## src/hdl/gsm_pkg.sv

```systemverilog
// ----------------------------------------------------------------------------
// gsm_pkg: shared types for the generational slot map
// Request kinds, status codes and the response layout used by the unit and
// its port checker.
// ----------------------------------------------------------------------------
package gsm_pkg;

   localparam int HANDLE_IDX_W = 8;   // index field width on the ports
   localparam int HANDLE_GEN_W = 8;   // generation field width on the ports
   localparam int TOTAL_W      = 9;   // live_total width
   localparam int REQ_DATA_W   = 16;
   localparam int RSP_DATA_W   = 48;

   typedef enum logic [2:0] {
      REQ_ALLOC    = 3'd0,
      REQ_ALLOC_ID = 3'd1,
      REQ_LOOKUP   = 3'd2,
      REQ_REMOVE   = 3'd3,
      REQ_CLEAR    = 3'd4
   } req_kind_type;

   typedef enum logic [2:0] {
      STAT_OK        = 3'd0,
      STAT_STALE     = 3'd1,
      STAT_RESERVED  = 3'd2,
      STAT_EXISTS    = 3'd3,
      STAT_FULL      = 3'd4,
      STAT_NOT_FRESH = 3'd5
   } status_type;

   // rsp tdata layout, lowest field last
   typedef struct packed {
      logic [5:0]              pad;
      logic [TOTAL_W-1:0]      live_total;
      logic [HANDLE_IDX_W-1:0] moved_index;
      logic                    moved_valid;
      logic [HANDLE_IDX_W-1:0] dense_position;
      logic [HANDLE_GEN_W-1:0] out_generation;
      logic [HANDLE_IDX_W-1:0] out_index;
   } rsp_payload_type;

   typedef struct packed {
      status_type      status;
      rsp_payload_type payload;
   } gsm_result_type;

endpackage

```

## src/hdl/gsm_ram.sv

```systemverilog
// ----------------------------------------------------------------------------
// gsm_ram: simple dual-port synchronous RAM
// One write port and one read port; read data is registered and holds
// between enabled reads. Contents are undefined until written.
// ----------------------------------------------------------------------------
module gsm_ram
   import gsm_pkg::*;
#(
   parameter int DEPTH = 256,
   parameter int WIDTH = 8
) (
   input  logic                     clock,
   input  logic                     wr_en,
   input  logic [$clog2(DEPTH)-1:0] wr_addr,
   input  logic [WIDTH-1:0]         wr_data,
   input  logic                     rd_en,
   input  logic [$clog2(DEPTH)-1:0] rd_addr,
   output logic [WIDTH-1:0]         rd_data
);

   logic [WIDTH-1:0] mem_ff [DEPTH];
   logic [WIDTH-1:0] rd_data_ff;

   always_ff @(posedge clock) begin
      if (wr_en) begin
         mem_ff[wr_addr] <= wr_data;
      end
   end

   always_ff @(posedge clock) begin
      if (rd_en) begin
         rd_data_ff <= mem_ff[rd_addr];
      end
   end

   assign rd_data = rd_data_ff;

endmodule

```

## config.mk

```make
export PLATFORM = sky130hd
export DESIGN_NAME = gsm_ram
export DESIGN_NICKNAME = d
export VERILOG_FILES = /design/src/hdl/gsm_pkg.sv /design/src/hdl/gsm_ram.sv
export SDC_FILE = /design/constraint.sdc
export NUM_CORES = 2
export LEC_CHECK = 0
export ABC_AREA = 0
export BUFFER_PORTS_ARGS = -buffer_cell sky130_fd_sc_hd__buf_4
export CORE_MARGIN = 3
export CORE_UTILIZATION = 60
export CTS_CLUSTER_SIZE = 25
export DETAILED_ROUTE_END_ITERATION = 8
export PLACE_DENSITY = 0.8
export SYNTH_ARGS = -nofsm -noshare
export SYNTH_HDL_FRONTEND = slang
export SYNTH_SLANG_ARGS = --single-unit
```

## constraint.sdc

```tcl
create_clock -name clock -period 2.65 [get_ports clock]
set_clock_uncertainty 0.05 [all_clocks]
set_input_delay 0.265 -clock clock [delete_from_list [all_inputs] [get_ports clock]]
set_output_delay 0.265 -clock clock [all_outputs]
set_load 0.03 [all_outputs]
```

==> results_dict.tcl <==
set metrics [dict create \
    rows 133 \
    synth_edf_count 2056 \
    wirelength_mm 215 \
    syn_inst 3733 \
    syn_area_um2 79600 \
    max_freq_ghz 0.362 \
    syn_avg_cell_area_um2 21.3 \
    drt_iter0_drc 7434 \
    synthTopCellsByArea "edfxtp_1 78%, mux4_2 13%, mux2i_1 1.7%, nor2_1 1.3%, a22oi_1 1.3%" \
    seq_area_frac_synth_pct 77.5 \
    ir_drop_mv 0.757 \
    syn_to_final_growth_pct 16.7 \
    finalSetupTns_ns -0.120 \
    overflow 0 \
    drc 0 \
    die-area_um2 137000 \
    crit_top_cell "nor4_1" \
    first_global_vias 43700 \
    syn_nets 3760 \
    cp_max_fo 1 \
    initial_utilization_pct 60.5 \
    switchingPower_w 0.0144 \
    power.share.sequential_pct 53.6 \
    worst_pin_slew_ns 0.891 \
    violations "setup timing" \
    die_w_um 370 \
    hold_depth 1 \
    place_congestion 0.895 \
    mostFrequentLayoutCells "2056 x edfxtp_1, 568 x buf_4, 454 x mux4_2, 279 x nor2_1, 192 x clkbuf_16" \
    worst-r2r-cell-count 6 \
    antenna_left 0 \
    critical_path.cell_chain "mux4_2, a22oi_1, a21oi_1, nor4_1, buf_4, nor4_1" \
    fin_crit_sh_pct 104 \
    critPathSlowestCell "nor4_1" \
    grt_max_degree 90 \
    insertion_delay_ns 0.83 \
    nets 4396 \
    required_ns 3.16 \
    final_cells 6289 \
    cts.clk_slew.worst_paths_ns 0.06 \
    cts_tree "done" \
    numPortBuffers 34 \
    critPathLaunchType "flop" \
    cts_root_buf "clkbuf_16" \
    setup_ws_ns -0.113 \
    async_flop_share_pct 0 \
    critical_path.top_delay_family "simple AND/OR/NAND/NOR gates" \
    setup_viol 2 \
    clockBufferDepth 3 \
    clock_power_share_pct 40.7 \
    worst_ep_arrival_time_ns 3.28 \
    yosys_most_used_dff "edfxtp_1" \
    p_int_w 0.0527 \
    io-pin-count 35 \
    powerDensity_nw_per_um2 721 \
    multiInputGateArea_um2 16600 \
    viasPerCell 6.97 \
    max_cap_viol_count 0 \
    dp.cells 5923 \
    worst_setup_path_end_kind "flop" \
    seqCellArea_um2 61700 \
    grt_antenna_before_repair 5 \
    netlist.area_leader.share_pct 77.5 \
    hp-class "in -> reg" \
    path_class "reg -> reg" \
    fin_util_pct 70.6 \
    grt_pass1_wl_mm 306 \
    status "complete, but fails checks" \
    p_leak_nw 30.1 \
    drv_slew 0 \
    synth-seq-cells 2056 \
    dp_slack_ns -0.962 \
    ys_warn_count 0 \
    fin_crit_ns 2.76 \
    final_common_cell "edfxtp_1" \
    hold_viol 0 \
    track_usage_pct 31.2 \
    nFillCells 7088 \
    worst_path_largest_cell_delay_ns 0.77 \
    cts_num_sinks 2056 \
    max_slew_margin_pct 40.1 \
    fin_area_um2 93000 \
    firstDrtPassIters 9 \
    p_comb_share_pct 5.7 \
    h-tree-depth 4 \
    cts_buffers 190 \
    die_h_um 370 \
    place_area_um2 86600 \
    vias 43800 \
    cp_num_cells 6 \
    worst-path-buf-inv 1 \
    hpwl_mm 128 \
    layout-drive-gt1-share_pct 31.4 \
    switching_share_pct 21.5 \
    wl_per_cell_um 34.1 \
    yosys.area.top_type "edfxtp_1" \
    synth_cell_types 54 \
    core_area_um2 132000 \
]
-- power groups by stage --
stage	Combinational [W]	Sequential, W	Clock (W)
after floorplan	0.00174	0.0366	0
after global placement	0.00356	0.0366	0
after detailed placement	0.00367	0.0366	0
after CTS	0.00376	0.0359	0.0274
after global routing	0.00398	0.0359	0.0286
final	0.00385	0.0359	0.0273
-- kinds of logic (layout without fill, tap and decap cells) --
family / count (synthesis) / count (layout) / synth area share, %
AOI/OAI and AO/OA: 385 / 385 / 3.42
buffers and inverters: 235 / 1029 / 1.83
DFF: 2056 / 2056 / 77.5
muxes: 591 / 591 / 14.6
other: 0 / 7 / 0
and+or+nand+nor: 466 / 466 / 2.63
-- flip-flops by register name, indices dropped and copies added, names as in the netlist --
name,count
rd_data,8
mem_ff,2048
-- synthesized netlist by cell type, drive strengths merged (12+ instances only) --
cell    instances
edfxtp       2056
mux4          456
nor2          282
mux2i         134
a22oi         133
buf           122
clkbuf        111
a21oi          96
o221ai         47
nand3          34
nand2          33
nor2b          31
o22ai          28
nor4           27
nor3           22
a211oi         16
a221oi         14
o21ai          12
-- metrics by stage --
stage               total power, W  hold slack [ns]
floorplan                   0.0383            0.314
global placement            0.0402            0.587
detailed placement          0.0403            0.587
CTS                         0.0670          0.00545
global route                0.0685           0.0355
finish                      0.0670           0.0131
-- final timing paths --
| kind | from | slack (ns) | endpoint |
|---|---|---|---|
| worst max-delay path | mem_ff[211][1] | -0.11 | rd_data[1] |
| worst min-delay path | wr_data[3] | 0.01 | mem_ff[137][3] |
| worst max register to register | mem_ff[211][1] | -0.11 | rd_data[1] |
| worst min register to register | mem_ff[33][5] | 1.16 | rd_data[5] |
-- what timing repair did --
item,CTS,global route
gates resized for setup,7,5
setup buffers,0,0
endpoints found under the hold margin,149,0
pin swaps,0,0
hold buffers,9,0
endpoints found under the setup margin,5,4
-- metal layers --
layer | global-route usage [%] | vias to the layer above | wire length, um
met4 | 14.7 | 4 | 11900
li1 | - | 17000 | -
met5 | 0 | - | 22
met3 | 8.04 | 732 | 29400
met1 | 42.1 | 22300 | 70700
met2 | 48.5 | 3836 | 103000
-- area by class of cell --
class,instances,share of cell area [%]
Multi-Input combinational cell,1442,17.8
Sequential cell,2056,66.4
Tap cell,1755,2.36
Inverter,2,0.00808
Antenna cell,7,0.0188
Clock buffer,230,5.32
Clock inverter,120,1.28
Timing Repair Buffer,677,6.77
Power figures use the tool's default switching activity.
